[src/rtl/plhm_pkg.sv]
// ----------------------------------------------------------------------------
// plhm_pkg
// Types, constants and codes shared by the packet link health monitor.
// ----------------------------------------------------------------------------
package plhm_pkg;

   // per-message-id count table
   localparam int TYPE_ENTRIES     = 256;
   localparam int TYPE_IDX_W       = $clog2(TYPE_ENTRIES);
   localparam int TYPE_COUNT_WIDTH = 32;
   localparam logic [TYPE_COUNT_WIDTH-1:0] TYPE_COUNT_MAX = '1;

   // result count field
   localparam int RSP_COUNT_W = 32;
   localparam logic [RSP_COUNT_W-1:0] RSP_COUNT_MAX = '1;

   // running totals
   localparam int TOTAL_W = 48;
   localparam logic [TOTAL_W-1:0] TOTAL_MAX = '1;

   // heartbeat tracking
   localparam int TIMEOUT_W = 20;
   localparam logic [TIMEOUT_W-1:0] TIMEOUT_RESET = 20'd3000;
   localparam logic [31:0] BEAT_MIN_MS = 32'd50;
   localparam logic [31:0] BEAT_MAX_MS = 32'd60000;
   localparam logic [7:0]  HEARTBEAT_ID = 8'd0;
   localparam logic [7:0]  PEER_RESET = 8'd1;

   // register port
   localparam int CSR_ADDR_W = 3;
   localparam int CSR_DATA_W = 32;
   localparam logic CSR_IDX_HB_TIMEOUT = 1'b0;

   // request action codes
   localparam logic ACT_PACKET  = 1'b0;
   localparam logic ACT_TIMEOUT = 1'b1;

   // link event codes
   localparam logic [1:0] EV_NONE = 2'd0;
   localparam logic [1:0] EV_UP   = 2'd1;
   localparam logic [1:0] EV_DOWN = 2'd2;

   typedef struct packed {
      logic        action;
      logic [31:0] now_ms;
      logic [7:0]  seq;
      logic [7:0]  msg_id;
      logic [7:0]  sender_sys;
      logic [7:0]  sender_comp;
   } req_type;

   typedef struct packed {
      logic                   link_up;
      logic [1:0]             link_event;
      logic [7:0]             peer_sys;
      logic [7:0]             peer_comp;
      logic [15:0]            beat_interval_ms;
      logic [TOTAL_W-1:0]     lost_total;
      logic [TOTAL_W-1:0]     rx_total;
      logic [RSP_COUNT_W-1:0] type_count;
   } rsp_type;

   typedef struct packed {
      logic                  rd_en;
      logic [TYPE_IDX_W-1:0] rd_idx;
      logic                  wr_en;
   } tbl_ctl_type;

endpackage

[src/rtl/plhm_csr.sv]
// ----------------------------------------------------------------------------
// plhm_csr
// Register port holding the heartbeat timeout.
// ----------------------------------------------------------------------------
module plhm_csr
   import plhm_pkg::*;
(
   input  logic                  clock,
   input  logic                  reset,
   input  logic                  csr_psel,
   input  logic                  csr_penable,
   input  logic                  csr_pwrite,
   input  logic [CSR_ADDR_W-1:0] csr_paddr,
   input  logic [CSR_DATA_W-1:0] csr_pwdata,
   output logic [CSR_DATA_W-1:0] csr_prdata,
   output logic                  csr_pready,
   output logic [TIMEOUT_W-1:0]  timeout_ms
);

   logic [TIMEOUT_W-1:0] timeout_ff;
   logic [TIMEOUT_W-1:0] timeout_in;
   logic                 hit;

   assign hit        = (csr_paddr[CSR_ADDR_W-1] == CSR_IDX_HB_TIMEOUT);
   assign csr_pready = 1'b1;
   assign timeout_ms = timeout_ff;

   always_comb begin
      timeout_in = timeout_ff;
      if (csr_psel && csr_penable && csr_pwrite && hit) begin
         timeout_in = csr_pwdata[TIMEOUT_W-1:0];
      end
   end

   always_comb begin
      csr_prdata = '0;
      if (hit) begin
         csr_prdata = CSR_DATA_W'(timeout_ff);
      end
   end

   always_ff @(posedge clock) begin
      if (reset) begin
         timeout_ff <= TIMEOUT_RESET;
      end else begin
         timeout_ff <= timeout_in;
      end
   end

endmodule

[config.mk]
export PLATFORM = sky130hd
export DESIGN_NAME = plhm_csr
export DESIGN_NICKNAME = d
export VERILOG_FILES = /design/src/rtl/plhm_pkg.sv /design/src/rtl/plhm_csr.sv
export SDC_FILE = /design/constraint.sdc
export NUM_CORES = 1
export LEC_CHECK = 0
export BUFFER_PORTS_ARGS = -buffer_cell sky130_fd_sc_hd__buf_2
export CORE_UTILIZATION = 40
export DETAILED_ROUTE_END_ITERATION = 10
export HOLD_SLACK_MARGIN = 0.06
export PLACE_DENSITY = 0.83
export SYNTH_ARGS = -nofsm -noshare
export SYNTH_HDL_FRONTEND = slang
export SYNTH_SLANG_ARGS = --single-unit
[constraint.sdc]
create_clock -name clock -period 2.3 [get_ports clock]
set_input_delay 0.575 -clock clock [delete_from_list [all_inputs] [get_ports clock]]
set_output_delay 0.575 -clock clock [all_outputs]
set_load 0.01 [all_outputs]
### Word level (Yosys, flattened, before mapping)

Cells that the tools add are included.
W data, S select, Z words.

| word-level totals | value |
|---|---|
| register bits | 20 |
| output and inout bits | 53 |
| input bits | 40 |
| word-level logic and storage cells | 6 |

| cells by class | value |
|---|---|
| reduce and logical (&&, ||, !) cells | 3 |
| muxes and demuxes | 1 |
| bitwise operators | 1 |

Operator list:

| operator | count |
|---|---|
| $mux W20 | 1 |
| $logic_and A1 B1 Y1 | 3 |
| $not A1 Y1 | 1 |

### Longest topological paths before layout

| logic depth | value |
|---|---|
| depth in word-level cells | 3 |
| depth in mapped cells | 4 |
| mapped depth without buffers | 2 |

### Worst setup path before layout

OpenSTA, ideal clock, no wires.

| timing | value |
|---|---|
| path kind | in2out |
| from | input port csr_paddr[2] |
| to | output port csr_prdata[0] |
| arrival | 0.959 ns |
| cell stages on the path | 2 |
| path buffers | 1 |
| path slack | 0.766 ns |
| data required time | 1.725 ns |
| cells stage by stage | clkbuf_1 > nor2b_1 |

| between the ends | value |
|---|---|
| cells in the longest elaborated chain, start to end | 1 |

RTL lines:

| item | RTL line | source |
|---|---|---|
| from (decl) | plhm_csr.sv:13 | `input logic [CSR_ADDR_W-1:0] csr_paddr,` |
| $mux W20 | plhm_csr.sv:37 | `if (hit) begin` |
| to (decl) | plhm_csr.sv:15 | `output logic [CSR_DATA_W-1:0] csr_prdata,` |

Every way passes these cells.

### Final worst setup path

| timing | value |
|---|---|
| from | input port csr_paddr[2] |
| to | output port csr_prdata[17] |

Same word-level chain as after synthesis.

==> results.ini <==
[run_status]
status = complete, no violations

[layout]
drive_gt1_frac = 0.3770
diodes = 0
largest_reg_flops = 20
fin_util = 0.5424
synthToLayoutAreaGrowth_pct = 23.26
nNetsFinal = 225

[place]
place_congestion = 0.6485
port-buffer-count = 65
pre_cts_slack_ps = 537.4
dp_hpwl_um = 1539

[sta]
min_period_over_period = 0.7484
rsz0062_at_grt = no
fin_worst_skew_ps = 0
fmax_mhz = 581.0
tns_ps = 0
finalSetupViolations = 0
worst_slack_ps = 578.8
period_minus_slack_ps = 1721
tightest_slew_ps = 533.9
finalHoldViolCount = 0
slew_headroom = 0.6441
drv_slew = 0

[drt]
via_count = 941
ant_nets = 0
drtIter0Drc = 4
drtPass1Iterations = 3
drc = 0
wl_per_cell_um = 9.869
via_per_inst = 4.418
wl_um = 2102

[critical_path]
worst-endpoint-arrival_ps = 1150
r2r_slack_ps = 1670
startpoint_type = input pin
cp-end-kind = output pin
r2r-start = timeout_ms[11]$_SDFFE_PP1P_
worstPathRequired_ps = 1730
r2r_end = timeout_ms[11]$_SDFFE_PP1P_
worstRegToRegCells = 2
crit_fanout = 21
worstSetupPathType = in -> out

[min_path]
min_path_type = reg -> reg
min_path_cells = 2
holdPathEnd = timeout_ms[15]$_SDFFE_PP0P_
hold_start = timeout_ms[15]$_SDFFE_PP0P_

[power]
peakVddDrop_mv = 0.3064
power.total_w = 0.0006221
powerDensity_mw_per_mm2 = 446.7
p_leak_nw = 0.6721

[clock_tree]
cts-htree-levels = 1
cts_resized = 0
clock-sinks = 20
cts_made_buffers = 3
clockRootBuffer = clkbuf_4
hold_buffers = 0
tritoncts = done
worstSkewPairLatency_ps = 290
post_cts_buffers = 0
clk_pin_slew_ps = 100
max-clock-path-buffers = 2

[die]
core_area_sq_mm = 0.002567
io_pins = 93
die_y_um = 55.15
start_util = 0.4401
die_area_sq_mm = 0.003041
die_w_um = 55.15
rows = 18

[global_route]
grt_max_degree = 41
antenna_found_initial = 0
grt_pass1_wl_um = 2980
overflow = 0
grt_pass1_vias = 723
grt_usage = 0.1386

[synth]
synthDistinctLibCells = 11
syn_area_sq_mm = 0.001130
syn_area_per_cell_sq_um = 9.039
synth-seq-area-share = 0.3544
synth_top_area_share = 0.3544
ys_ff_latch = 20
syn_inst = 125
yosys.area.top_type = dfxtp_1
synth_area_leaders = dfxtp_1 (35%), mux2i_1 (18%), nand2b_1 (14%), nor2b_1 (11%), buf_4 (8.6%)
yosys_warnings = 0

[flow_run]
drv_cap = 0

==> layout make-up <==
type | instances | area, sq um
clock buffer | 3 | 22.52
sequential | 20 | 400.4
fill | 256 | 1175
timing repair buffer | 66 | 332.8
multi-input combinational | 94 | 599.3
tap | 30 | 37.54
==> cells by family (layout without fill, tap and decap cells) <==
| logic type | Yosys count | count (layout) | share of synthesized area |
|---|---|---|---|
| buf+inv | 22 | 69 | 0.1517 |
| mux | 20 | 20 | 0.1772 |
| other cells | 2 | 13 | 0.006647 |
| simple gates | 61 | 61 | 0.3101 |
| flops | 20 | 20 | 0.3544 |
==> per-stage QoR <==
step	cells	area (sq um)	hold slack, ps
6_report	213	1393	488.6
5_1_grt	213	1393	511.1
4_1_cts	213	1393	493.1
3_5_place_dp	210	1370	472.2
3_3_place_gp	210	1370	467.9
2_1_floorplan	136	1171	500.2
==> layout by cell type, fill, tap and decap left out, drive strengths merged <==
master and count:
nand2b 26, dfxtp 20, and4b 1, buf 66
nor2b 20, mux2i 20, nor2 14, clkbuf 3
conb 13
==> Yosys cell counts <==
| library cell | number |
|---|---|
| nand2b_1 | 26 |
| dfxtp_1 | 20 |
| mux2i_1 | 20 |
| nor2b_1 | 20 |
| nor2_1 | 14 |
| buf_4 | 13 |
| clkbuf_1 | 6 |
| buf_12 | 2 |
| conb_1 | 2 |
| and4b_1 | 1 |
| buf_6 | 1 |
==> worst max path at each step <==
stage / cells past startpoint / from / endpoint / slack [ps]
2_1_floorplan: 2 / csr_paddr[2] / csr_prdata[0] / 770
3_3_place_gp: 4 / csr_paddr[2] / timeout_ms[6]$_SDFFE_PP0P_ / 560
4_1_cts: 3 / csr_paddr[2] / csr_prdata[17] / 570
6_report: 3 / csr_paddr[2] / csr_prdata[17] / 580
5_1_grt: 3 / csr_paddr[2] / csr_prdata[4] / 490
3_5_place_dp: 4 / csr_paddr[2] / timeout_ms[11]$_SDFFE_PP1P_ / 540
==> worst max-delay path, cell delays in order <==
cell and delay, ps:
buf_2 320, nor2b_1 90, buf_2 150
==> per-layer routing <==
metal	share of wire	wire length, um	up-vias	GRT usage
li1	-	-	477	-
met1	0.44	933	415	0.1513
met2	0.46	975	47	0.2490
met3	0.083	174	2	0.02732
met4	0.0090	19	0	0.07500
met5	0	0	-	0
==> power by group <==
part / switching, W / internal, W
logic: 0.0000554 / 0.0000491
clock network: 0.0000979 / 0.0000608
registers: 0.00000495 / 0.000354
total: 0.000158 / 0.000464
Power figures use the tool's default switching activity.
