`src/rtl/plhm_pkg.sv`:
```
// ----------------------------------------------------------------------------
// plhm_pkg
// Types, constants and codes shared by the packet link health monitor.
// ----------------------------------------------------------------------------
package plhm_pkg;

   // per-message-id count table
   localparam int TYPE_ENTRIES     = 256;
   localparam int TYPE_IDX_W       = $clog2(TYPE_ENTRIES);
   localparam int TYPE_COUNT_WIDTH = 32;
   localparam logic [TYPE_COUNT_WIDTH-1:0] TYPE_COUNT_MAX = '1;

   // result count field
   localparam int RSP_COUNT_W = 32;
   localparam logic [RSP_COUNT_W-1:0] RSP_COUNT_MAX = '1;

   // running totals
   localparam int TOTAL_W = 48;
   localparam logic [TOTAL_W-1:0] TOTAL_MAX = '1;

   // heartbeat tracking
   localparam int TIMEOUT_W = 20;
   localparam logic [TIMEOUT_W-1:0] TIMEOUT_RESET = 20'd3000;
   localparam logic [31:0] BEAT_MIN_MS = 32'd50;
   localparam logic [31:0] BEAT_MAX_MS = 32'd60000;
   localparam logic [7:0]  HEARTBEAT_ID = 8'd0;
   localparam logic [7:0]  PEER_RESET = 8'd1;

   // register port
   localparam int CSR_ADDR_W = 3;
   localparam int CSR_DATA_W = 32;
   localparam logic CSR_IDX_HB_TIMEOUT = 1'b0;

   // request action codes
   localparam logic ACT_PACKET  = 1'b0;
   localparam logic ACT_TIMEOUT = 1'b1;

   // link event codes
   localparam logic [1:0] EV_NONE = 2'd0;
   localparam logic [1:0] EV_UP   = 2'd1;
   localparam logic [1:0] EV_DOWN = 2'd2;

   typedef struct packed {
      logic        action;
      logic [31:0] now_ms;
      logic [7:0]  seq;
      logic [7:0]  msg_id;
      logic [7:0]  sender_sys;
      logic [7:0]  sender_comp;
   } req_type;

   typedef struct packed {
      logic                   link_up;
      logic [1:0]             link_event;
      logic [7:0]             peer_sys;
      logic [7:0]             peer_comp;
      logic [15:0]            beat_interval_ms;
      logic [TOTAL_W-1:0]     lost_total;
      logic [TOTAL_W-1:0]     rx_total;
      logic [RSP_COUNT_W-1:0] type_count;
   } rsp_type;

   typedef struct packed {
      logic                  rd_en;
      logic [TYPE_IDX_W-1:0] rd_idx;
      logic                  wr_en;
   } tbl_ctl_type;

endpackage

```
`src/rtl/plhm_link_tracker.sv`:
```
// ----------------------------------------------------------------------------
// plhm_link_tracker
// Link state, heartbeat interval, sequence loss and totals; builds the result.
// ----------------------------------------------------------------------------
module plhm_link_tracker
   import plhm_pkg::*;
(
   input  logic                   clock,
   input  logic                   reset,
   input  logic                   advance,
   input  req_type                item,
   input  logic [TIMEOUT_W-1:0]   timeout_ms,
   input  logic [RSP_COUNT_W-1:0] type_count,
   output rsp_type                result
);

   logic                 connected_ff,  connected_in;
   logic [31:0]          last_beat_ff,  last_beat_in;
   logic [31:0]          prev_arr_ff,   prev_arr_in;
   logic [15:0]          interval_ff,   interval_in;
   logic                 seq_known_ff,  seq_known_in;
   logic [7:0]           prev_seq_ff,   prev_seq_in;
   logic [7:0]           peer_sys_ff,   peer_sys_in;
   logic [7:0]           peer_comp_ff,  peer_comp_in;
   logic [TOTAL_W-1:0]   lost_ff,       lost_in;
   logic [TOTAL_W-1:0]   rx_ff,         rx_in;

   logic [31:0] elapsed;
   logic [31:0] dt;
   logic [7:0]  gap;
   logic [17:0] avg_sum;
   logic [TOTAL_W:0] lost_sum;
   logic [1:0]  event_code;

   assign elapsed = item.now_ms - last_beat_ff;
   assign dt      = item.now_ms - prev_arr_ff;
   assign gap     = item.seq - (prev_seq_ff + 8'd1);
   assign avg_sum = 18'({interval_ff, 1'b0}) + 18'(interval_ff) + 18'(dt[15:0]);
   assign lost_sum = {1'b0, lost_ff} + (TOTAL_W + 1)'(gap);

   always_comb begin
      connected_in = connected_ff;
      last_beat_in = last_beat_ff;
      prev_arr_in  = prev_arr_ff;
      interval_in  = interval_ff;
      seq_known_in = seq_known_ff;
      prev_seq_in  = prev_seq_ff;
      peer_sys_in  = peer_sys_ff;
      peer_comp_in = peer_comp_ff;
      lost_in      = lost_ff;
      rx_in        = rx_ff;
      event_code   = EV_NONE;
      if (item.action == ACT_TIMEOUT) begin
         if (connected_ff && (elapsed > 32'(timeout_ms))) begin
            connected_in = 1'b0;
            interval_in  = '0;
            prev_arr_in  = '0;
            seq_known_in = 1'b0;
            event_code   = EV_DOWN;
         end
      end else begin
         if (rx_ff != TOTAL_MAX) begin
            rx_in = rx_ff + TOTAL_W'(1);
         end
         // count a forward gap below half the sequence space as loss
         if (seq_known_ff && (gap != 8'd0) && !gap[7]) begin
            lost_in = lost_sum[TOTAL_W] ? TOTAL_MAX : lost_sum[TOTAL_W-1:0];
         end
         prev_seq_in  = item.seq;
         seq_known_in = 1'b1;
         if (item.msg_id == HEARTBEAT_ID) begin
            if (!connected_ff) begin
               event_code = EV_UP;
            end
            connected_in = 1'b1;
            if ((prev_arr_ff != 32'd0) && (item.now_ms > prev_arr_ff) &&
                (dt >= BEAT_MIN_MS) && (dt < BEAT_MAX_MS)) begin
               if (interval_ff == 16'd0) begin
                  interval_in = dt[15:0];
               end else begin
                  interval_in = avg_sum[17:2];
               end
            end
            prev_arr_in  = item.now_ms;
            last_beat_in = item.now_ms;
            peer_sys_in  = item.sender_sys;
            peer_comp_in = item.sender_comp;
         end
      end
   end

   always_comb begin
      result.link_up          = connected_in;
      result.link_event       = event_code;
      result.peer_sys         = peer_sys_in;
      result.peer_comp        = peer_comp_in;
      result.beat_interval_ms = interval_in;
      result.lost_total       = lost_in;
      result.rx_total         = rx_in;
      result.type_count       = (item.action == ACT_PACKET) ? type_count : '0;
   end

   always_ff @(posedge clock) begin
      if (reset) begin
         connected_ff <= 1'b0;
         last_beat_ff <= '0;
         prev_arr_ff  <= '0;
         interval_ff  <= '0;
         seq_known_ff <= 1'b0;
         prev_seq_ff  <= '0;
         peer_sys_ff  <= PEER_RESET;
         peer_comp_ff <= PEER_RESET;
         lost_ff      <= '0;
         rx_ff        <= '0;
      end else if (advance) begin
         connected_ff <= connected_in;
         last_beat_ff <= last_beat_in;
         prev_arr_ff  <= prev_arr_in;
         interval_ff  <= interval_in;
         seq_known_ff <= seq_known_in;
         prev_seq_ff  <= prev_seq_in;
         peer_sys_ff  <= peer_sys_in;
         peer_comp_ff <= peer_comp_in;
         lost_ff      <= lost_in;
         rx_ff        <= rx_in;
      end
   end

endmodule

```
`config.mk`:
```
export PLATFORM = sky130hd
export DESIGN_NAME = plhm_link_tracker
export DESIGN_NICKNAME = d
export VERILOG_FILES = /design/src/rtl/plhm_pkg.sv /design/src/rtl/plhm_link_tracker.sv
export SDC_FILE = /design/constraint.sdc
export NUM_CORES = 1
export LEC_CHECK = 0
export BUFFER_PORTS_ARGS = -buffer_cell sky130_fd_sc_hd__buf_2
export CORE_ASPECT_RATIO = 1.1
export CORE_MARGIN = 2
export CORE_UTILIZATION = 53
export CTS_CLUSTER_SIZE = 40
export DETAILED_ROUTE_END_ITERATION = 7
export GPL_ROUTABILITY_DRIVEN = 0
export PLACE_DENSITY = 0.79
export SLEW_MARGIN = 20
export SYNTH_ARGS = -nofsm -noshare
export SYNTH_HDL_FRONTEND = slang
export SYNTH_SLANG_ARGS = --single-unit
```
`constraint.sdc`:
```
create_clock -name clock -period 4.8 [get_ports clock]
set_input_delay 0.24 -clock clock [delete_from_list [all_inputs] [get_ports clock]]
set_output_delay 0.24 -clock clock [all_outputs]
set_load 0.02 [all_outputs]
```
# == Word-level counts from Yosys, hierarchy flattened ==
# Cells that the tools add are included.
# Widths: inputs -> output; s select.
# classes
add_sub_neg,8
n_lt_le_gt_ge,4
eq_ne,2
n_mux,27
bitwise,1
n_reduce_logical,16
# ops
cell,count
$mux 48,5
$mux 32,4
$mux 16,5
$sub 32x32->32,2
$add 48x8->49,1
$add 48x1->48 const B,1
$ne 48x48->1 const B,1
$ge 32x6->1 const B,1
$gt 32x20->1,1
$gt 32x32->1,1
$lt 32x16->1 const B,1
$mux 8,4
$reduce_bool 32->1,1
$add 17x16->18,1
$add 18x16->18,1
$logic_not 16->1,1
$add 8x1->8 const B,1
$logic_not 8->1,1
$reduce_bool 8->1,1
$sub 8x8->8,1
$mux 1,7
$logic_and 1x1->1,6
$reduce_and 3->1,2
$mux 2,2
5 further kinds,6
# totals
ff_bits,202
inputBits,120
out_inout_bits,163
word_cells,68

# == Longest topological paths before layout ==
# logic_depth
ltp_word,7
ltp_mapped,24
mapped_depth_nobuf,24

# == Least setup slack after synthesis ==
# No wires, ideal clock.
# synth_path
kind,reg2out
startpoint,register last_beat_ff[0]
endpoint,output result[143] in the netlist's numbering
arrival_ns,4.977
required_ns,4.560
path_slack_ns,-0.417
stages_incl_launch_ff,22
path_buffers,0
cell_sequence,dfxtp_1 > ha_1 > inv_1 > fa_1 > a211oi_1 > o211ai_1 > a21oi_1 > nand2b_1 > a21o_1 > xor2_1 > ha_1 > nand4_1 > nor3_1 > nand4_1 > nand2_1 > a31oi_1 > or4_1 > a2111oi_2 > o2111ai_1 > o311ai_4 > inv_1 > o31ai_1
# synth_rtl
item,line_no,source
from (decl),plhm_link_tracker.sv:18,"logic [31:0] last_beat_ff, last_beat_in;"
from (signal assigned),plhm_link_tracker.sv:117,last_beat_ff <= last_beat_in;
to (decl),plhm_link_tracker.sv:14,output rsp_type result

==> reports/qor_table.md <==
| Quantity | Value |
| --- | --- |
| Drt pass-1 iters | 6 |
| Number of remaining DRC errors | 0 |
| Wirelength per Cell | 17.0 um |
| Number of core rows | 68 |
| Final sum of negative setup slack | -16.43 ns |
| 1st-iter DRT viols | 1342 |
| Maximum clock rate | 184 MHz |
| Total power per unit cell area | 222 nW/um^2 |
| Synth Cell Area | 16700 um^2 |
| Normalized max-slew margin | 0.369 |
| Async set or reset register ratio after synthesis | 0 |
| TritonCTS clock tree | yes |
| Proportion of synthesized chip area in sequential cells | 0.242 |
| Overall via count from detail_route | 18300 |
| Critical path data arrival time | 5.19 ns |
| Portion of the clock cycle consumed by the worst path in the final layout | 1.13 |
| Cell area reported after detailed placement | 19500 um^2 |
| Critical path fanouts, max | 6 |
| Max-cap violation count | 0 |
| Initial cell density of the core | 0.536 |
| Min-delay worst type | input pin to flop |
| Required time at the worst-slack endpoint | 4.56 ns |
| Nets in the synthesized netlist | 2519 |
| Actual slew at the worst max-slew pin | 0.947 ns |
| Most frequent standard cell in the layout excluding fill and tap cells | nand2_1 |
| Number of unique standard cell types used by synthesis | 80 |
| Max VDD drop | 261 uV |
| Overall global routing resource usage | 0.302 |
| Final-report hold violation count | 0 |
| Ports | 283 |
| Unrepaired setup endpoints after global routing | true |
| Fraction of final layout cells with drive strength greater than 1 | 0.227 |
| Die W | 173 um |
| H-tree levels | 1 |
| Remaining number of nets flagged by the antenna check after routing | 0 |
| Final wirelength | 53.0 mm |
| Most used flip-flop cell after synthesis | dfxtp_1 |
| Pins Over Slew Limit | 0 |
| Count of state elements after synthesis | 202 |
| Run status | finished, violations left |
| Path type of the worst setup path | flop to primary output |
| Failing checks | setup timing |
| Fin Clk Skew | 0.0118 ns |
| Root buf cell | clkbuf_16 |
| HPWL after detailed placement | 37.3 mm |
| Later-pin clock latency in the skew report | 0.53 ns |
| Commonest cells after routing, fill and taps aside | 350 x nand2_1, 263 x buf_2, 199 x dfxtp_1 |
| Maximum number of pins on one net before global-route repair | 61 |
| Least setup slack across all paths after layout | -0.634 ns |
| Sinks on the clock net | 202 |
| Area added between synthesis and finish | 28.8% |
| Die Span Y | 190 um |
| Average via count per standard cell | 5.87 |
| Number of buffers created by CTS | 24 |
| Overall overflow remaining after global route | 0 |
| Count of input and output buffers | 282 |
| Final cell utilization of the core | 0.691 |
| Clock-pin slew on the worst setup and hold paths | 0.06 ns |
| Final non-filler cell area | 21600 um^2 |
| Core Box Area | 31200 um^2 |
| Wire length of the first global-routing pass | 84.4 mm |
| Total leakage power | 9.60 nW |
| Buffers from clock root to sink, at most | 3 |
| Worst setup EP type | primary output |
| Launching element type of the critical path | flop |
| Number of antenna violations at the first check in global routing | 1 |
| EDFF count, synth | 0 |
| Count of final setup violators | 67 |
| Clock period minus final worst setup slack | 5.43 ns |
| Mean cell area of the mapped netlist | 7.42 um^2 |
| Die area | 33000 um^2 |
| Vias in the first global route | 17800 |
| Warnings from Yosys | 0 |
| Final nets | 2938 |
| Number of instances in the synthesized netlist | 2257 |
[worst paths after layout]
path                                 startpoint                             to  slack (ns)  cells past startpoint
setup / recovery   last_beat_ff[3]$_SDFFE_PP0P_                    result[135]       -0.63                     24
hold / removal                         item[49]   prev_arr_ff[17]$_SDFFE_PP0P_        0.02                      2
setup reg to reg   last_beat_ff[3]$_SDFFE_PP0P_   prev_arr_ff[23]$_SDFFE_PP0P_       -0.19                     25
hold reg to reg   last_beat_ff[23]$_SDFFE_PP0P_  last_beat_ff[23]$_SDFFE_PP0P_        0.45                      2
[cell usage after synthesis, types with 10 or more instances]
cell / count / area share
and2_1: 18 / 0.0067
and3_1: 44 / 0.016
a22o_1: 32 / 0.017
o21a_1: 42 / 0.019
xor2_1: 95 / 0.050
xnor2_1: 102 / 0.053
nand4_1: 44 / 0.016
nor4_1: 20 / 0.0075
a211oi_1: 10 / 0.0045
nand2_1: 351 / 0.079
nand2b_1: 19 / 0.0071
ha_1: 122 / 0.091
or3_1: 12 / 0.0045
a31oi_1: 33 / 0.012
and4_1: 16 / 0.0084
o211ai_1: 12 / 0.0054
fa_1: 20 / 0.024
nor3_1: 43 / 0.013
clkbuf_1: 86 / 0.019
a21oi_1: 172 / 0.051
dfxtp_1: 202 / 0.24
mux2i_1: 16 / 0.0096
nand3_1: 69 / 0.021
o21ai_0: 95 / 0.028
nor2_1: 172 / 0.039
a21o_1: 26 / 0.012
nor2b_1: 42 / 0.016
a311oi_1: 16 / 0.0084
inv_1: 166 / 0.037
[cell type report]
type	instances	area, um^2
fill	2460	9660
antenna	1	2.50
clock buffer	32	681
clock inverter	10	216
tap	420	526
multi-input combinational	1782	12000
timing repair buffer	497	3430
inverter	169	639
sequential	202	4050
[what timing repair did]
action                                  in CTS  in global routing
gates resized for setup                     70                 49
setup buffers                                9                 11
endpoints found under the hold margin       39                  0
gates cloned                                 3                  2
pin swaps                                   16                 21
endpoints found under the setup margin     116                114
hold buffers                                38                  0
[critical path: stages (launching register included)]
cell and delay [ns]:
dfxtp_2 0.33, inv_2 0.05, ha_4 0.26, buf_4 0.10, o211ai_1 0.13, o211ai_1 0.30, a21oi_2 0.13, a311o_1 0.38
and2_1 0.17, xnor2_1 0.13, ha_1 0.31, nand4_1 0.13, nor2_1 0.11, nand4_1 0.12, nand2_1 0.10, a31oi_2 0.06
or4_4 0.45, a2111oi_4 0.21, o2111ai_2 0.21, o311ai_4 0.32, buf_12 0.19, clkbuf_16 0.15, nand3_1 0.09, o21ai_2 0.09
buf_6 0.13
[where the power goes]
part           internal, mW  total (mW)  switching [mW]
clock                  1.32        2.07           0.758
combinational         0.445        1.01           0.569
sequential             1.68        1.69         0.00595
total                  3.44        4.78            1.33
[registers in the layout, summed over array words and instances, names as in the netlist]
signal	count
peer_sys_ff	8
prev_seq_ff	8
last_beat_ff	32
connected_ff	1
lost_ff	48
interval_ff	16
seq_known_ff	1
peer_comp_ff	8
prev_arr_ff	32
rx_ff	48
[kinds of logic (layout without fill, tap and decap cells)]
logic type	Yosys count	count (layout)	share of synthesized area
and+or+nand+nor	887	887	0.252
AOI/OAI and AO/OA	533	533	0.210
buffers and inverters	273	708	0.0639
DFF	202	202	0.242
xor gates and xnor gates	197	197	0.103
adders and majority gates	142	142	0.115
muxes	23	23	0.0143
other	0	1	0
[metal layers]
metal | wire (um) | global-route usage | part of all wire
met5 | 0 | 0 | 0
met4 | 2040 | 0.121 | 0.038
met3 | 3600 | 0.0465 | 0.068
met2 | 26400 | 0.550 | 0.50
met1 | 21000 | 0.355 | 0.40
[through the flow]
| stage | setup WS, ns | cells | power, mW | hold slack, ns |
|---|---|---|---|---|
| finish | -0.634 | 3113 | 4.78 | 0.0214 |
| global placement | -0.461 | 3006 | 2.60 | 0.442 |
| detailed placement | -0.689 | 3006 | 2.63 | 0.448 |
| CTS | -0.663 | 3098 | 4.76 | 0.00218 |
| floorplan | -0.0520 | 2257 | 2.30 | 0.364 |
| global route | -0.893 | 3113 | 4.96 | 0.0119 |
Power figures use the tool's default switching activity.
